[config.mk]
export PLATFORM = sky130hd
export DESIGN_NAME = swst_cell
export DESIGN_NICKNAME = d
export VERILOG_FILES = /design/src/rtl/swst_pkg.sv /design/src/rtl/swst_cell.sv
export SDC_FILE = /design/constraint.sdc
export NUM_CORES = 1
export LEC_CHECK = 0
export BUFFER_PORTS_ARGS = -buffer_cell sky130_fd_sc_hd__buf_2
export CORE_AREA = 2 2 81 83
export DETAILED_ROUTE_END_ITERATION = 10
export DIE_AREA = 0 0 83 85
export PLACE_DENSITY_LB_ADDON = 0.12
export SETUP_SLACK_MARGIN = 0.1
export SYNTH_ARGS = -nofsm -noshare
export SYNTH_HDL_FRONTEND = slang
export SYNTH_SLANG_ARGS = --single-unit
[constraint.sdc]
create_clock -name clk -period 3.1 [get_ports clk]
set_input_delay 0.31 -clock clk [delete_from_list [all_inputs] [get_ports clk]]
set_output_delay 0.31 -clock clk [all_outputs]
set_load 0.005 [all_outputs]
[src/rtl/swst_pkg.sv]
// ----------------------------------------------------------------------------
// swst_pkg
// types, codes and constants shared by the sliding window statistics block
// ----------------------------------------------------------------------------
package swst_pkg;

	localparam int SAMPLE_W       = 32;
	localparam int COUNT_W        = 9;
	localparam int WIN_W          = 9;
	localparam int PERM_W         = 10;
	localparam int DEF_MAX_WINDOW = 256;
	localparam int RESET_WINDOW   = 120;
	localparam int RESET_PERMILLE = 950;
	localparam int PERM_FULL      = 1000;

	localparam logic REQ_PUSH  = 1'b0;
	localparam logic REQ_CLEAR = 1'b1;

	localparam logic REG_WINDOW   = 1'b0;
	localparam logic REG_PERMILLE = 1'b1;

	typedef struct packed {
		logic                       req_type;
		logic signed [SAMPLE_W-1:0] sample;
	} req_t;

	typedef struct packed {
		logic signed [SAMPLE_W-1:0] last_value;
		logic signed [SAMPLE_W-1:0] minimum;
		logic signed [SAMPLE_W-1:0] maximum;
		logic signed [SAMPLE_W-1:0] mean;
		logic signed [SAMPLE_W-1:0] percentile_value;
		logic [COUNT_W-1:0]         sample_count;
	} rsp_t;

	// per-cycle control broadcast to every cell of the chain
	typedef struct packed {
		logic shift;
		logic init;
		logic cmp;
	} cell_ctl_t;

endpackage

[src/rtl/swst_cell.sv]
// ----------------------------------------------------------------------------
// swst_cell
// one chain cell: a sample, its valid flag and two rank counters
// ----------------------------------------------------------------------------
module swst_cell #(
	parameter int IDX = 0,
	parameter int CW  = 9
) (
	input  logic                               clk,
	input  swst_pkg::cell_ctl_t                ctl,
	input  logic [CW-1:0]                      fill,
	input  logic signed [swst_pkg::SAMPLE_W-1:0] prev_val,
	input  logic                               prev_vld,
	input  logic [CW-1:0]                      prev_lt,
	input  logic [CW-1:0]                      prev_le,
	input  logic signed [swst_pkg::SAMPLE_W-1:0] tap_val,
	input  logic                               tap_vld,
	output logic signed [swst_pkg::SAMPLE_W-1:0] val_q,
	output logic                               vld_q,
	output logic [CW-1:0]                      lt_q,
	output logic [CW-1:0]                      le_q
);
	import swst_pkg::*;

	localparam logic [31:0] IDX_C = 32'(IDX);

	logic inc_lt, inc_le;

	assign inc_lt = ctl.cmp && tap_vld && (tap_val < prev_val);
	assign inc_le = ctl.cmp && tap_vld && (tap_val <= prev_val);

	always_ff @(posedge clk) begin
		if (ctl.init) begin
			vld_q <= IDX_C < 32'(fill);
			lt_q  <= '0;
			le_q  <= '0;
		end else if (ctl.shift) begin
			val_q <= prev_val;
			vld_q <= prev_vld;
			lt_q  <= prev_lt + CW'(inc_lt);
			le_q  <= prev_le + CW'(inc_le);
		end
	end

endmodule

# Word-level counts from Yosys, hierarchy flattened

Index checks and enable logic that the tools add are counted.

Register bits after elaboration: 51
Input port bits: 97
Output and inout port bits: 51

$add $sub $neg: 2
$lt $le $gt $ge: 3
Mux-type cells: 2
Bitwise logic cells: 1
Reductions and logical operators: 5

Operator list:

| cell               | number |
|---|---|
| $le 32x32->1       | 1 |
| $lt 32x32->1       | 1 |
| $add 9x1->9        | 2 |
| $lt 1x9->1 const A | 1 |
| $logic_and 1x1->1  | 3 |
| $mux 1             | 2 |
| $reduce_and 2->1   | 1 |
| $reduce_bool 2->1  | 1 |
| $not 1->1          | 1 |

# Depth between registers and ports, before layout

Gate-level depths: netlist of the first run.

Word-level depth: 3
Mapped depth: 15

# Least setup slack after synthesis of the first run

OpenSTA, ideal clock, no wires.

Path kind: in2reg
Start: in prev_val[21] in the netlist's numbering
End: reg le_q[8]
Setup time: 0.091 ns
Arrival: 2.536 ns
Path slack: 0.473 ns
Cell stages on the path: 12
Cells stage by stage: inv_1 ha_1 a21oi_1 o21ai_0 a221oi_1 o211ai_1 o31ai_1 ha_1 ha_1 nand3_1 or3_1 a311oi_1

Cells in the longest elaborated chain, start to end: 3

RTL lines:

| item                 | RTL line        | source |
|---|---|---|
| from (decl)          | swst_cell.sv:12 | `input logic signed [swst_pkg::SAMPLE_W-1:0] prev_val,` |
| $le 32x32->1         | swst_cell.sv:30 | `assign inc_le = ctl.cmp && tap_vld && (tap_val <= prev_val);` |
| $logic_and 1x1->1    | swst_cell.sv:30 |  |
| $add 9x1->9          | swst_cell.sv:41 | `le_q <= prev_le + CW'(inc_le);` |
| to (signal assigned) | swst_cell.sv:41 |  |
| to (decl)            | swst_cell.sv:21 | `output logic [CW-1:0] le_q` |

Every way passes these cells.
A chain may end at the register's enable or synchronous reset.

# Worst setup path after layout of the first run

Start: in prev_val[23] in the netlist's numbering
End: reg le_q[8]

The elaborated chain is that of the path after synthesis.

==> results of run 1 <==
## power by group
part           internal, µW  leakage, µW  switching, µW
Clock                   209    0.0000506            216
Sequential              772     0.000459           13.1
Combinational           135      0.00129            139
## cells by family (layout without fill, tap and decap cells)
| family | Yosys count | in the layout |
|---|---|---|
| simple gates | 77 | 77 |
| flops | 51 | 51 |
| compound gates | 45 | 45 |
| buf+inv | 40 | 191 |
| fa+ha+maj | 36 | 36 |
| xor+xnor | 11 | 11 |
| mux | 4 | 4 |
## critical path: cells and delay by family
family          cells  cell delay [ps]
compound gates      6             1250
simple gates        2              390
buf+inv             2              130
fa+ha+maj           3              780
## cell usage after synthesis, drive strengths merged (4+ instances only)
library cell / number / area, µm²
xnor2: 5 / 43.8
nand4: 6 / 37.5
mux2i: 4 / 40.0
o21ai: 9 / 45.0
clkbuf: 5 / 18.8
a21oi: 16 / 80.1
xor2: 6 / 52.6
edfxtp: 33 / 991
inv: 35 / 131
nand2: 21 / 78.8
nand3: 12 / 60.1
dfxtp: 18 / 360
nor2: 28 / 105
a211oi: 10 / 75.1
ha: 36 / 450
## metal layers
layer | part of all wire, % | up-vias | track usage, %
met4 | 1.5 | 0 | 5.07
met2 | 50 | 78 | 31.7
li1 | - | 1238 | -
met5 | 0 | - | 0
met3 | 8.0 | 8 | 6.23
met1 | 41 | 1043 | 20.6
## registers in the layout, indices dropped and copies added, names as in the netlist
name	cells
le_q	9
lt_q	9
val_q	32
vld_q	1
## path summary, 6_finish.rpt
check | endpoint | slack, ps | cells after the start
worst max-delay path | le_q[8] | 450 | 13
worst min-delay path | val_q[31] | 190 | 1
worst max register to register | le_q[7] | 2380 | 2
worst min register to register | le_q[5] | 460 | 2
## cell type report
| type | count | area share [%] |
|---|---|---|
| Clock buffer | 8 | 2.77 |
| Inverter | 35 | 3.60 |
| Multi-Input combinational cell | 173 | 33.7 |
| Sequential cell | 51 | 37.0 |
| Tap cell | 77 | 2.64 |
| Timing Repair Buffer | 148 | 20.3 |
## stage by stage
stage / hold WS [ps] / std cells
final: 191 / 492
after global routing: 173 / 492
after CTS: 178 / 492
after detailed placement: 442 / 484
after global placement: 431 / 484
after floorplan: 409 / 264
==> results.py, run 1 <==
metrics = {
    "status": {
        "status": "finished, final reports clean",
    },
    "critical_path": {
        "slowest_stage": "ha_1",
        "cpPeakStageDelay_ps": 300,
        "worstPathMaxFanout": 4,
        "critPathKind": "input pin to flop",
        "required_ps": 3320,
        "path_cells": "buf_2 -> inv_1 -> ha_1 -> a21oi_1 -> o21ai_0 -> a221oi_1 -> o211ai_1 -> o31ai_1 -> ha_1 -> ha_2 -> nand3_1 -> or3_1 -> a311oi_1",
        "critPathArrivalTime_ps": 2870,
        "worst_path_most_repeated_cell": "ha_1",
        "critPathLaunchType": "input pin",
        "r2r_start": "le_q[7]",
        "crit_path_start": "prev_val[23]",
        "worst_setup_path_end_kind": "flop",
    },
    "global_route": {
        "grt-ovfl-total": 0,
        "grtUsageTotal_pct": 17.9,
        "grt_start_max_net_pins": 33,
        "antenna_found_initial": 0,
        "grt_pass1_wl_um": 10300,
        "grt_pass1_vias": 2382,
    },
    "sta": {
        "slew_headroom_pct": 63.6,
        "fin_crit_ps": 2650,
        "finalCritPeriodShare_pct": 85.4,
        "tns_ps": 0,
        "setup_ws_ps": 452,
        "maxSlewViolCount": 0,
        "fmaxAchievable_mhz": 378,
        "hold_viol_final": 0,
        "setup-violations-final": 0,
        "skew_ps": 0,
        "worstMarginPinSlew_ps": 546,
        "rsz0062_at_grt": "no",
    },
    "drt": {
        "drt_iter0_drc": 57,
        "viasPerCell": 4.81,
        "vias": 2367,
        "wirelength_um": 6260,
        "drtPass1Iterations": 4,
        "route.antenna.remaining_nets": 0,
        "drt-wirelength-per-cell_um": 12.7,
        "drc": 0,
    },
    "logic_synthesis": {
        "synth_cells": 264,
        "syn_avg_cell_area_um2": 10.3,
        "synthMuxAreaShare_pct": 1.47,
        "synth_xor_area_share_pct": 3.55,
        "synth_edf_count": 33,
        "synth_compound_area_share_pct": 10.3,
        "ys_ff_latch": 51,
        "synth_top_family_by_area": "adder cells",
        "async_flop_share_pct": 0,
        "yosysWarningCount": 0,
        "netlist_area_um2": 2720,
        "synth_flop_cell": "edfxtp_1",
        "synth_simple_gate_area_share_pct": 12.8,
        "ys_seq_area_share_pct": 49.7,
        "synthAdderAreaFrac_pct": 16.6,
        "synth.distinct_cells": 28,
        "synth_nets": 397,
    },
    "power_and_ir_drop": {
        "ir_drop_mv": 0.190,
        "power.density_nw_per_um2": 406,
        "finalPower_uw": 1480,
        "leakagePower_uw": 0.00180,
    },
    "hold_path": {
        "min_from": "prev_val[31]",
        "min_path_type": "input pin to flop",
    },
    "die": {
        "die_h_um": 85,
        "dieArea_um2": 7060,
        "initial_core_util_pct": 43.8,
        "rows": 29,
        "core_area_um2": 6200,
        "die_w_um": 83,
        "design.portCount": 148,
    },
    "finish": {
        "final_common_cell": "buf_2",
        "final_nets": 547,
        "drive_gt1_share_pct": 38.1,
        "multi_input_area_um2": 1230,
        "final_util_pct": 58.9,
        "antennaDiodeCount": 0,
        "area_delta_synth_final_pct": 34.4,
        "final_cell_mix": "147 x buf_2, 35 x inv_1, 35 x ha_1",
        "final_cell_area_um2": 3650,
        "fillers": 578,
        "final-seq-area_um2": 1350,
    },
    "clock_tree": {
        "clock_sinks": 51,
        "cts_tree": "done",
        "cts_resized": 0,
        "post_cts_buffers": 0,
        "holdBufCountCts": 0,
        "clk_pin_slew_worst_paths_ps": 90,
        "clockBufferDepth": 2,
        "clockRootBuffer": "clkbuf_8",
        "cts_inserted_buffers": 5,
        "h-tree-depth": 2,
        "clock_latency_ps": 300,
    },
    "placed_design": {
        "dp_slack_ps": -47.2,
        "routabilityCongestion": 0.774,
        "placed_area_um2": 3540,
        "port_buffers": 147,
        "hpwl_um": 5110,
    },
    "flow_run": {
        "cap_violations": 0,
    },
}
Power figures use the tool's default switching activity.
==> run 2: changes to the inputs <==
==> constraint.sdc (replaced) <==
create_clock -name clk -period 2.5 [get_ports clk]
set_input_delay 0.25 -clock clk [delete_from_list [all_inputs] [get_ports clk]]
set_output_delay 0.25 -clock clk [all_outputs]
set_load 0.005 [all_outputs]
==> run 2 against run 1 <==
Compared with the run above:
- wire length grew 6.8%
- combinational power grew 50%
- final cell count grew 3.3%
- global-route usage grew 0.39 points
- non-clock buffer count grew 16
- die area is the same
- largest cell class is now multi-input combinational cells
==> results.py, run 2 (synthesis results as in run 1) <==
metrics = {
    "drt": {
        "drt-wirelength-per-cell_um": 13.2,
        "drtPass1Iterations": 4,
        "route.antenna.remaining_nets": 0,
        "wirelength_um": 6690,
        "drc": 0,
        "drt_iter0_drc": 60,
        "viasPerCell": 4.90,
        "vias": 2489,
    },
    "placed_design": {
        "dp_slack_ps": -309,
        "hpwl_um": 5350,
        "port_buffers": 147,
        "routabilityCongestion": 0.807,
    },
    "critical_path": {
        "critPathKind": "input pin to flop",
        "cpPeakStageDelay_ps": 310,
        "crit_family": "compound AO/OA/AOI/OAI gates",
        "worst_setup_path_end_kind": "flop",
        "slowest_stage": "or3_1",
        "worst_path_most_repeated_cell": "a21oi_1",
        "critPathLaunchType": "input pin",
        "required_ps": 2720,
        "path_cells": "buf_2 -> inv_1 -> ha_1 -> buf_4 -> a21oi_1 -> a21oi_1 -> a21oi_1 -> a21oi_2 -> o31ai_1 -> ha_2 -> ha_4 -> nand3_2 -> or3_1 -> a311oi_1",
        "crit_buf_inv": 3,
        "critPathArrivalTime_ps": 2600,
        "worstPathMaxFanout": 2,
    },
    "sta": {
        "setup-violations-final": 0,
        "finalCritPeriodShare_pct": 95.0,
        "skew_ps": 0,
        "fmaxAchievable_mhz": 421,
        "fin_crit_ps": 2380,
        "holdWs_ps": 116,
        "maxSlewViolCount": 0,
        "rsz0062_at_grt": "yes",
        "hold_viol_final": 0,
        "slew_headroom_pct": 73.1,
        "setup_ws_ps": 125,
        "worstMarginPinSlew_ps": 402,
    },
    "clock_tree": {
        "h-tree-depth": 2,
        "clock_latency_ps": 300,
        "clock_sinks": 51,
        "holdBufCountCts": 0,
        "clockBufferDepth": 2,
        "clockRootBuffer": "clkbuf_8",
        "cts_tree": "done",
        "clk_pin_slew_worst_paths_ps": 90,
        "cts_inserted_buffers": 5,
    },
    "power_and_ir_drop": {
        "p_comb_share_pct": 21.2,
        "power.density_nw_per_um2": 476,
        "finalPower_uw": 1940,
        "p_seq_share_pct": 50.2,
        "clock_power_share_pct": 28.6,
        "ir_drop_mv": 0.286,
        "power_switching_uw": 491,
        "switching_share_pct": 25.3,
        "power.internal_uw": 1450,
        "leakagePower_uw": 0.00190,
    },
    "status": {
        "status": "finished, final reports clean",
    },
    "hold_path": {
        "min_path_type": "input pin to flop",
    },
    "finish": {
        "drive_gt1_share_pct": 49.2,
        "largest_reg_flops": 32,
        "final_common_cell": "buf_2",
        "final_cell_mix": "139 x buf_2, 33 x edfxtp_1, 26 x nor2_1",
        "antennaDiodeCount": 0,
        "area_delta_synth_final_pct": 50.3,
        "final_nets": 563,
        "largest_register": "val_q",
        "reg_top3": "val_q x32, le_q x9, lt_q x9",
    },
    "die": {
        "die_h_um": 85,
        "die_w_um": 83,
        "initial_core_util_pct": 43.8,
        "core_area_um2": 6200,
        "dieArea_um2": 7060,
        "rows": 29,
        "design.portCount": 148,
    },
    "global_route": {
        "grt-ovfl-total": 0,
        "grt_start_max_net_pins": 21,
        "antenna_found_initial": 0,
        "grt_pass1_wl_um": 10400,
        "grtUsageTotal_pct": 18.3,
        "grt_pass1_vias": 2416,
    },
    "flow_run": {
        "cap_violations": 0,
    },
}
==> run 2: worst register-to-register path, cell delays in order (launching register included) <==
cell and delay [ps]:
dfxtp_1 340, nor2_1 50, a311oi_2 240
==> run 2: power by group through the flow <==
stage               clock network (µW)  logic, µW  registers, µW
CTS                                579        400            975
floorplan                            0        176           1000
finish                             557        412            974
detailed placement                   0        396            994
global placement                     0        385            992
global route                       603        464            981
==> run 2: repair_timing <==
item / in CTS / in global routing
resized for setup: 3 / 23
pin swaps: 12 / 21
setup buffers: 1 / 0
hold endpoints to repair: 0 / 0
setup endpoints to repair: 4 / 14
==> run 2: routing by layer <==
metal / vias to the layer above / GRT usage [%] / wire length [µm]
met5: - / 0 / 0
met3: 10 / 5.93 / 499
met4: 0 / 7.00 / 123
met2: 82 / 32.6 / 3420
met1: 1130 / 20.4 / 2640
li1: 1267 / - / -
==> run 2: cell type report <==
class | instances | area, µm²
Clock buffer | 7 | 108
Clock inverter | 1 | 5.00
Fill cell | 523 | 2120
Inverter | 35 | 144
Multi-Input combinational cell | 173 | 1460
Sequential cell | 51 | 1350
Tap cell | 77 | 96.3
Timing Repair Buffer | 164 | 921
==> run 2: path summary, 6_finish.rpt <==
path	from	slack (ps)	cells past startpoint	end
worst max-delay path	prev_val[11]	120	14	le_q[8]
worst min-delay path	prev_val[25]	120	1	val_q[25]
worst max register to register	le_q[7]	1790	2	le_q[7]
worst min register to register	lt_q[5]	460	2	lt_q[5]
==> run 2: through the flow <==
step	cells	setup TNS [ps]	cell area (µm²)	utilization, %
2_1_floorplan	264	0	2910	-
3_3_place_gp	499	-2010	3840	61.9
3_5_place_dp	499	-2570	3840	61.9
4_1_cts	508	0	3970	64.0
5_1_grt	508	-201	4080	65.8
6_report	508	0	4080	65.8
