## src/rtl/swst_pkg.sv

```systemverilog
// ----------------------------------------------------------------------------
// swst_pkg
// types, codes and constants shared by the sliding window statistics block
// ----------------------------------------------------------------------------
package swst_pkg;

	localparam int SAMPLE_W       = 32;
	localparam int COUNT_W        = 9;
	localparam int WIN_W          = 9;
	localparam int PERM_W         = 10;
	localparam int DEF_MAX_WINDOW = 256;
	localparam int RESET_WINDOW   = 120;
	localparam int RESET_PERMILLE = 950;
	localparam int PERM_FULL      = 1000;

	localparam logic REQ_PUSH  = 1'b0;
	localparam logic REQ_CLEAR = 1'b1;

	localparam logic REG_WINDOW   = 1'b0;
	localparam logic REG_PERMILLE = 1'b1;

	typedef struct packed {
		logic                       req_type;
		logic signed [SAMPLE_W-1:0] sample;
	} req_t;

	typedef struct packed {
		logic signed [SAMPLE_W-1:0] last_value;
		logic signed [SAMPLE_W-1:0] minimum;
		logic signed [SAMPLE_W-1:0] maximum;
		logic signed [SAMPLE_W-1:0] mean;
		logic signed [SAMPLE_W-1:0] percentile_value;
		logic [COUNT_W-1:0]         sample_count;
	} rsp_t;

	// per-cycle control broadcast to every cell of the chain
	typedef struct packed {
		logic shift;
		logic init;
		logic cmp;
	} cell_ctl_t;

endpackage

```

## src/rtl/swst_div.sv

```systemverilog
// ----------------------------------------------------------------------------
// swst_div
// restoring divider, signed dividend by unsigned divisor, one bit per cycle
// ----------------------------------------------------------------------------
module swst_div #(
	parameter int NW = 41,
	parameter int DW = 9
) (
	input  logic                 clk,
	input  logic                 arst_n,
	input  logic                 start,
	input  logic signed [NW-1:0] dividend,
	input  logic [DW-1:0]        divisor,
	output logic                 busy,
	output logic signed [NW-1:0] quotient
);
	import swst_pkg::*;

	localparam int KW = $clog2(NW + 1);

	logic [NW-1:0] mag_q;
	logic [DW-1:0] rem_q;
	logic [DW-1:0] den_q;
	logic          neg_q;
	logic [KW-1:0] cnt_q;
	logic [DW:0]   trial;
	logic          fits;

	assign trial = {rem_q, mag_q[NW-1]};
	assign fits  = trial >= {1'b0, den_q};
	assign busy  = cnt_q != '0;
	assign quotient = neg_q ? -$signed(mag_q) : $signed(mag_q);

	always_ff @(posedge clk or negedge arst_n) begin
		if (!arst_n) begin
			cnt_q <= '0;
		end else if (start) begin
			cnt_q <= KW'(NW);
		end else if (busy) begin
			cnt_q <= cnt_q - 1'b1;
		end
	end

	always_ff @(posedge clk) begin
		if (start) begin
			neg_q <= dividend[NW-1];
			mag_q <= dividend[NW-1] ? NW'(-dividend) : NW'(dividend);
			rem_q <= '0;
			den_q <= divisor;
		end else if (busy) begin
			rem_q <= fits ? DW'(trial - {1'b0, den_q}) : DW'(trial);
			mag_q <= {mag_q[NW-2:0], fits};
		end
	end

endmodule

```

## config.mk

```make
export PLATFORM = sky130hd
export DESIGN_NAME = swst_div
export DESIGN_NICKNAME = d
export VERILOG_FILES = /design/src/rtl/swst_pkg.sv /design/src/rtl/swst_div.sv
export SDC_FILE = /design/constraint.sdc
export NUM_CORES = 1
export LEC_CHECK = 0
export ABC_AREA = 1
export BUFFER_PORTS_ARGS = -buffer_cell sky130_fd_sc_hd__buf_2
export CAP_MARGIN = 20
export CELL_PAD_IN_SITES_DETAIL_PLACEMENT = 1
export CELL_PAD_IN_SITES_GLOBAL_PLACEMENT = 1
export CORE_MARGIN = 1.5
export CORE_UTILIZATION = 41
export CTS_BUF_LIST = sky130_fd_sc_hd__clkbuf_16
export CTS_CLUSTER_DIAMETER = 60
export DETAILED_ROUTE_END_ITERATION = 10
export HOLD_SLACK_MARGIN = 0.06
export PLACE_DENSITY = 0.89
export SYNTH_ARGS = -nofsm -noshare
export SYNTH_HDL_FRONTEND = slang
export SYNTH_SLANG_ARGS = --single-unit
```

## constraint.sdc

```tcl
create_clock -name clk -period 2.3 [get_ports clk]
set_input_delay 0.46 -clock clk [delete_from_list [all_inputs] [get_ports clk]]
set_output_delay 0.46 -clock clk [all_outputs]
set_load 0.02 [all_outputs]
```

# After elaboration in Yosys (flattened, before gate mapping)
# Index checks and enable logic that the tools add are counted.
# totals
output_inout_bits	42
input_bits	53
regBits	66
# classes
magnitude_cmp	1
add_sub_neg	4
reduce_logical	2
muxes	7
# op_table
op	n
41-bit 2-to-1 mux	4
41-bit negator	2
6-bit 2-to-1 mux	2
10-bit by 9-bit greater-or-equal comparator with 1-bit output	1
9-bit 2-to-1 mux	1
9-bit subtractor	1
6-bit nonzero test	1
6-bit by 1-bit subtractor with 6-bit output (second input constant)	1
2-bit nonzero test	1

# Depth between registers and ports, before layout
# Gate-level depths: netlist of the first run.
# logic_depth
word_depth	3
ltp_mapped	14
ltp_nobuf	14

# Least setup slack after synthesis of the first run
# OpenSTA, ideal clock, no wires.
# synth_timing
kind	register -> register
from	register cnt_q[0]
to	register mag_q[0], enable pin
path_buffers	0
t_required_ps	1904
setup_slack_ps	45
period_less_slack_ps	2255
stages_incl_launch_ff	8
arrival_ps	1859
setup_ps	396
path_cell_list	dfrtp_1 inv_1 ha_1 nand2_1 nor3_2 inv_1 nor2_1 inv_1
# synth_via
elab_chain_len	2
# synth_rtl
element	line_no	text
start: declaration	swst_div.sv:25	logic [KW-1:0] cnt_q;
start signal: assignment	swst_div.sv:38	cnt_q <= KW'(NW);
start signal: assignment	swst_div.sv:40	cnt_q <= cnt_q - 1'b1;
6-bit nonzero test	swst_div.sv:31	assign busy = cnt_q != '0;
named net busy	swst_div.sv:14	output logic busy,
2-bit nonzero test (no source line)	--	
end signal: assignment	swst_div.sv:47	mag_q <= dividend[NW-1] ? NW'(-dividend) : NW'(dividend);
end signal: assignment	swst_div.sv:52	mag_q <= {mag_q[NW-2:0], fits};
end: declaration	swst_div.sv:21	logic [NW-1:0] mag_q;
# The timed path passes the listed nets, and every way through them passes these cells.
# A chain may end at the register's enable or synchronous reset.

# Final worst setup path of the first run
# layout_timing
from	register mag_q[2]
to	output quotient[33]
# layout_via
elab_chain_len	2
# layout_rtl
element	line_no	text
41-bit negator	swst_div.sv:32	assign quotient = neg_q ? -$signed(mag_q) : $signed(mag_q);
41-bit 2-to-1 mux	swst_div.sv:32	
end: declaration	swst_div.sv:15	output logic signed [NW-1:0] quotient
# No other way between the ends.

==> flow_summary.ini, run 1 <==
[cts]
cts-buffers-inserted = 9
clock-sinks = 66
cts_tree = built
clock_path_buffers = 2
clk_pin_slew_ns = 0.07
clockRootBuffer = clkbuf_16
htree_levels = 3
insertion_delay_ns = 0.37

[timing]
setup_slack_ns = -0.857
max_freq_mhz = 317
whs_ns = 0.282
rsz0062_at_grt = true
slew_headroom = 0.537
finClkSkew_ns = 0.0129
layout_min_cycle_time_ns = 3.16
timing.final.crit_share = 1.37
setup_violations = 49
slew_violations = 0
finalSetupTns_ns = -18.84
hold_violations = 0
worstMarginPinSlew_ns = 0.691

[synthesis]
ys_seq_area_frac = 0.313
synth-edff-count = 51
yosys.area.top_type = edfxtp_1
syn-num-nets = 962
synth_cell_types = 44
ys_warn_count = 0
synth_flop_cell = edfxtp_1
syn_area_per_cell_um2 = 6.65
yosysTopAreaCellShare = 0.257
synth_seq_cells = 66
synth_area_mm2 = 0.00596
synthCells = 896
async_flop_share = 0.0909
synth_area_leaders = edfxtp_1 26%, nand2_1 17%, nand3_1 8.3%

[critical_path]
endpoint_kind = output pin
r2r_start = mag_q[40]$_DFFE_PP_
reg2regPathDepth = 15
crit_path_start_kind = flop
critPathKind = flop to output pin
worstPathArrival_ns = 2.70
cp.required_ns = 1.84
critPathCapture = quotient[33]
critPathLaunch = mag_q[2]$_DFFE_PP_
crit_fanout = 3
rrSetupSlack_ns = -0.18
reg2reg_to = rem_q[8]$_SDFFE_PP0P_

[pwr]
power.density_mw_per_mm2 = 823
vdd_drop_max_mv = 0.396
leakage_uw = 0.00396

[detailed_routing]
drtAntennaViolNets = 0
wl_mm = 40.1
route.detailed.drc = 0
vias = 8726
drt-initial-drc-count = 1662
wl_per_cell_um = 31.1
dr.pass1.iters = 6
viasPerCell = 6.78

[outcome]
status = finished, violations left
failed_checks = setup timing

[floorplan]
core-area_mm2 = 0.0140
initial_core_util = 0.424
die-area_mm2 = 0.0153
ios = 95
fp.dieW_um = 124
die_h_um = 124
num_rows = 43

[place]
dp_cells = 1185
routabilityCongestion = 0.945
numPortBuffers = 94
dpl.hpwl_mm = 16.9

[global_routing]
grt_pass1_vias = 7964
antenna_found_initial = 5
grt_first_pass_wirelength_mm = 47.0
grt_max_degree = 45
gr-total-overflow = 0
grt_usage = 0.418

[hold_path]
min_path_type = input pin to flop
hp-start = divisor[7]

[layout]
fillerInstances = 1816
fin_util = 0.601
mostFrequentLayoutCells = 259 x nand2_1, 123 x buf_4, 89 x nand3_1, 84 x inv_1, 72 x nor2_1
seqCellArea_mm2 = 0.00186
layout-drive-gt1-share = 0.343
fin_nets = 1167
area_delta_synth_final_pct = 41.6
layout.cells.non_filler = 1287
multi_input_area_mm2 = 0.00400
mostFrequentLayoutCell = nand2_1

[job]
drv_cap = 0
-- repair_timing --
action | in CTS | in global routing
hold buffers | 1 | 0
setup buffers | 54 | 30
pin swaps | 32 | 31
cloned | 0 | 1
setup endpoints to repair | 34 | 49
gates resized for setup | 122 | 79
hold endpoints to repair | 6 | 0
-- flip-flops by register name (all words and copies together), names as in the netlist --
name,count
cnt_q,6
den_q,9
rem_q,9
neg_q,1
mag_q,41
-- area by class of cell --
type / count / share of cell area
Multi-Input combinational cell: 694 / 0.474
Sequential cell: 66 / 0.221
Timing Repair Buffer: 217 / 0.193
Inverter: 113 / 0.0516
Clock buffer: 10 / 0.0297
Tap cell: 180 / 0.0267
Clock inverter: 6 / 0.00445
Antenna cell: 1 / 0.000297
-- worst min path at each step --
stage	end	slack (ns)	cells past startpoint
final	den_q[7]$_DFFE_PP_	0.28	1
after global placement	cnt_q[3]$_DFFE_PN0P_	0.28	1
after floorplan	cnt_q[0]$_DFFE_PN0P_	0.16	0
after global routing	den_q[8]$_DFFE_PP_	0.28	1
after detailed placement	cnt_q[3]$_DFFE_PN0P_	0.29	1
after CTS	den_q[8]$_DFFE_PP_	0.29	1
-- where the power goes --
group	internal (uW)	total [uW]	leakage, uW	switching (uW)
registers	1530	1840	0.000693	311
logic	1240	3590	0.00312	2350
clock network	799	1510	0.000148	715
total	3570	6940	0.00396	3380
-- per-stage QoR --
stage / area, um^2 / setup slack [ns] / power (uW)
4_1_cts: 7880 / -0.249 / 5810
3_3_place_gp: 6820 / 0.0384 / 3850
2_1_floorplan: 5960 / 0.0452 / 3180
6_report: 8430 / -0.857 / 6940
3_5_place_dp: 6820 / -0.0447 / 3960
5_1_grt: 8430 / -1.32 / 6990
-- worst max-delay path: stages, from the launching register on --
cell,delay [ns]
edfxtp_1,0.53
inv_2,0.19
buf_4,0.16
nand3_1,0.18
nor2_1,0.28
nand2_1,0.14
nor2_2,0.18
nand3_1,0.13
nand2_1,0.11
nand2_1,0.07
o21ai_0,0.13
buf_2,0.21
-- layer usage --
layer | GRT usage | wire [um] | up-vias
met3 | 0.114 | 6370 | 378
li1 | - | - | 3315
met2 | 0.657 | 16400 | 1022
met1 | 0.508 | 13300 | 4003
met5 | 0 | 99 | -
met4 | 0.258 | 3890 | 8
-- cells in the mapped netlist, types with 2 or more instances --
cell type / number
a21oi_1: 10
a21oi_2: 3
a31oi_1: 2
buf_2: 7
buf_4: 7
clkbuf_1: 7
clkinv_1: 3
dfrtp_1: 6
dfxtp_1: 9
edfxtp_1: 51
ha_1: 12
inv_1: 107
inv_2: 3
nand2_1: 273
nand2_2: 3
nand2_4: 5
nand3_1: 99
nand3_2: 4
nand3_4: 2
nand3b_1: 11
nand4_1: 23
nor2_1: 106
nor2_2: 10
nor2_4: 6
nor3_1: 10
nor3_2: 2
o21ai_0: 42
o21ai_1: 8
o21ai_2: 4
o22ai_1: 4
xnor2_1: 10
xor2_1: 35
-- cells by family (layout without fill, tap and decap cells) --
group,after synthesis,in the layout,share of synthesized area
compound gates,77,77,0.0740
xor+xnor,45,45,0.0662
flops,66,66,0.313
simple gates,559,559,0.426
buf+inv,136,346,0.0929
fa+ha+maj,13,13,0.0286
other cells,0,1,0
(Power assumes the default switching activity.)
==> inputs of run 2 (changes only) <==
CORE_MARGIN = not set   (was 1.5)
CORE_UTILIZATION = 37   (was 41)
CTS_CLUSTER_DIAMETER = 80   (was 60)
PLACE_DENSITY = 0.85   (was 0.89)
clock period = 2.87 ns   (was 2.3 ns; I/O delays follow)
==> run 2 against run 1 <==
The run now ends clean. Combinational power shrank 50%. Flip-flop and latch count is the same. Clock skew shrank 0.0039 ns. Worst hold slack gained 0.13 ns. Routed wire length shrank 47%. Register-to-register slack gained 0.57 ns. Clock power shrank 30%. Sequential share of layout area grew 4.1 points. Critical path type unchanged. Largest power group unchanged.
==> flow_summary.ini, run 2 (same netlist as run 1, synthesis figures left out) <==
[detailed_routing]
dr.pass1.iters = 5
viasPerCell = 5.29
vias = 6485
wl_per_cell_um = 17.2
route.detailed.drc = 0
drtAntennaViolNets = 0
wl_mm = 21.1
drt-initial-drc-count = 474

[floorplan]
die_h_um = 129
fp.dieW_um = 129
initial_core_util = 0.378
core-area_mm2 = 0.0158
ios = 95
die-area_mm2 = 0.0166
num_rows = 46

[global_routing]
grt_first_pass_wirelength_mm = 33.0
use_met3 = 0.0212
grt_usage = 0.257
use_met2 = 0.422
grt_pass1_vias = 6392
grt_max_degree = 52
grt.busiest_layer = met2
antenna_found_initial = 0
gr-total-overflow = 0
grtUsageMet1 = 0.359

[layout]
mostFrequentLayoutCell = nand2_1
area_delta_synth_final_pct = 19.3
mostFrequentLayoutCells = 272 x nand2_1, 105 x inv_1, 100 x nor2_1, 98 x nand3_1, 92 x buf_2
top_register = mag_q
layout-drive-gt1-share = 0.191
layout.cells.non_filler = 1225
finalInstanceArea_mm2 = 0.00710
fin_nets = 1070
biggestRegsByFlops = mag_q (41), den_q (9), rem_q (9)
fillerInstances = 2133
n_antenna_cell = 0
largest_register_ff_count = 41
fin_util = 0.450

[cts]
clockRootBuffer = clkbuf_16
clock-sinks = 66
clk_pin_slew_ns = 0.06
cts_tree = built
cts-buffers-inserted = 9
htree_levels = 3
insertion_delay_ns = 0.34
clock_path_buffers = 2

[critical_path]
cpMostUsedCell = nor2_4
crit_path_start_kind = flop
worstPathArrival_ns = 2.25
critPathMaxStageDelay_ns = 0.45
cp.required_ns = 2.30
r2r_start = mag_q[40]$_DFFE_PP_
critPathKind = flop to output pin
slowest_stage = edfxtp_1
crit_chain = nor3_2 > nand2_2 > nor2_4 > a21oi_2 > nor2_4 > xor2_1 > buf_2
crit_fanout = 5
endpoint_kind = output pin
critPathLaunch = mag_q[0]$_DFFE_PP_

[place]
routabilityCongestion = 0.905
dp_cells = 1196
numPortBuffers = 94
dpl.hpwl_mm = 15.9
place_area_mm2 = 0.00668

[hold_path]
min_path_type = input pin to flop
hp-start = divisor[4]

[pwr]
vdd_drop_max_mv = 0.306
leakage_uw = 0.00335
p_total_uw = 4240
power.density_mw_per_mm2 = 597

[timing]
slew_violations = 0
finClkSkew_ns = 0.00905
worstMarginPinSlew_ns = 0.620
layout_min_cycle_time_ns = 2.83
timing.final.crit_share = 0.985
slew_headroom = 0.584
max_freq_mhz = 354
setup_violations = 0
hold_violations = 0

[job]
drv_cap = 0

[outcome]
status = finished clean
run 2: area by class of cell:
type | instances | area (um^2) | area share
Inverter | 113 | 424 | 0.0597
Tap cell | 216 | 270 | 0.0380
Multi-Input combinational cell | 694 | 3580 | 0.504
Clock buffer | 9 | 225 | 0.0317
Sequential cell | 66 | 1860 | 0.262
Timing Repair Buffer | 120 | 686 | 0.0965
Clock inverter | 7 | 52.6 | 0.00740
run 2: path summary, 6_finish.rpt:
| kind | endpoint | slack, ns | cells after the start |
|---|---|---|---|
| hold reg to reg | rem_q[7]$_SDFFE_PP0P_ | 0.47 | 2 |
| hold / removal | den_q[4]$_DFFE_PP_ | 0.41 | 1 |
| setup / recovery | quotient[19] | 0.04 | 7 |
| setup reg to reg | mag_q[0]$_DFFE_PP_ | 0.39 | 12 |
| min in group asynchronous | cnt_q[4]$_DFFE_PN0P_ | 0.59 | 2 |
| max in group asynchronous | cnt_q[0]$_DFFE_PN0P_ | 2.13 | 2 |
run 2: power by group:
group | leakage, uW | switching (uW) | internal, uW | total, uW
sequential | 0.000693 | 172 | 1220 | 1390
combinational | 0.00252 | 1170 | 622 | 1790
clock | 0.000136 | 465 | 591 | 1060
total | 0.00335 | 1810 | 2440 | 4240
run 2: per-layer routing:
layer / vias up / routed length [um]
met4: 0 / 481
met1: 3103 / 9430
li1: 3119 / -
met2: 230 / 9980
met3: 33 / 1210
met5: - / 0
run 2: through the flow:
| stage | hold slack [ns] | setup slack [ns] | TNS [ns] |
|---|---|---|---|
| 2_1_floorplan | 0.278 | 0.503 | 0 |
| 3_3_place_gp | 0.408 | 0.360 | 0 |
| 3_5_place_dp | 0.406 | 0.226 | 0 |
| 4_1_cts | 0.405 | 0.0425 | 0 |
| 5_1_grt | 0.412 | -0.0349 | -0.0573 |
| 6_report | 0.413 | 0.0438 | 0 |
run 2: critical path, delay by kind of cell, from the launching register on:
| family | cells | cell delay [ns] |
|---|---|---|
| AO/OA/AOI/OAI | 1 | 0.13 |
| XOR/XNOR | 1 | 0.24 |
| buffers and inverters | 1 | 0.21 |
| flip-flops | 1 | 0.45 |
| AND/OR/NAND/NOR | 4 | 0.87 |
run 2: repair_timing:
item / 4_1_cts / 5_1_grt
hold buffers: 1 / 0
gates resized for setup: 4 / 12
buffers inserted: 3 / 9
pin swaps: 2 / 1
hold endpoints to repair: 6 / 0
endpoints found under the setup margin: 6 / 15
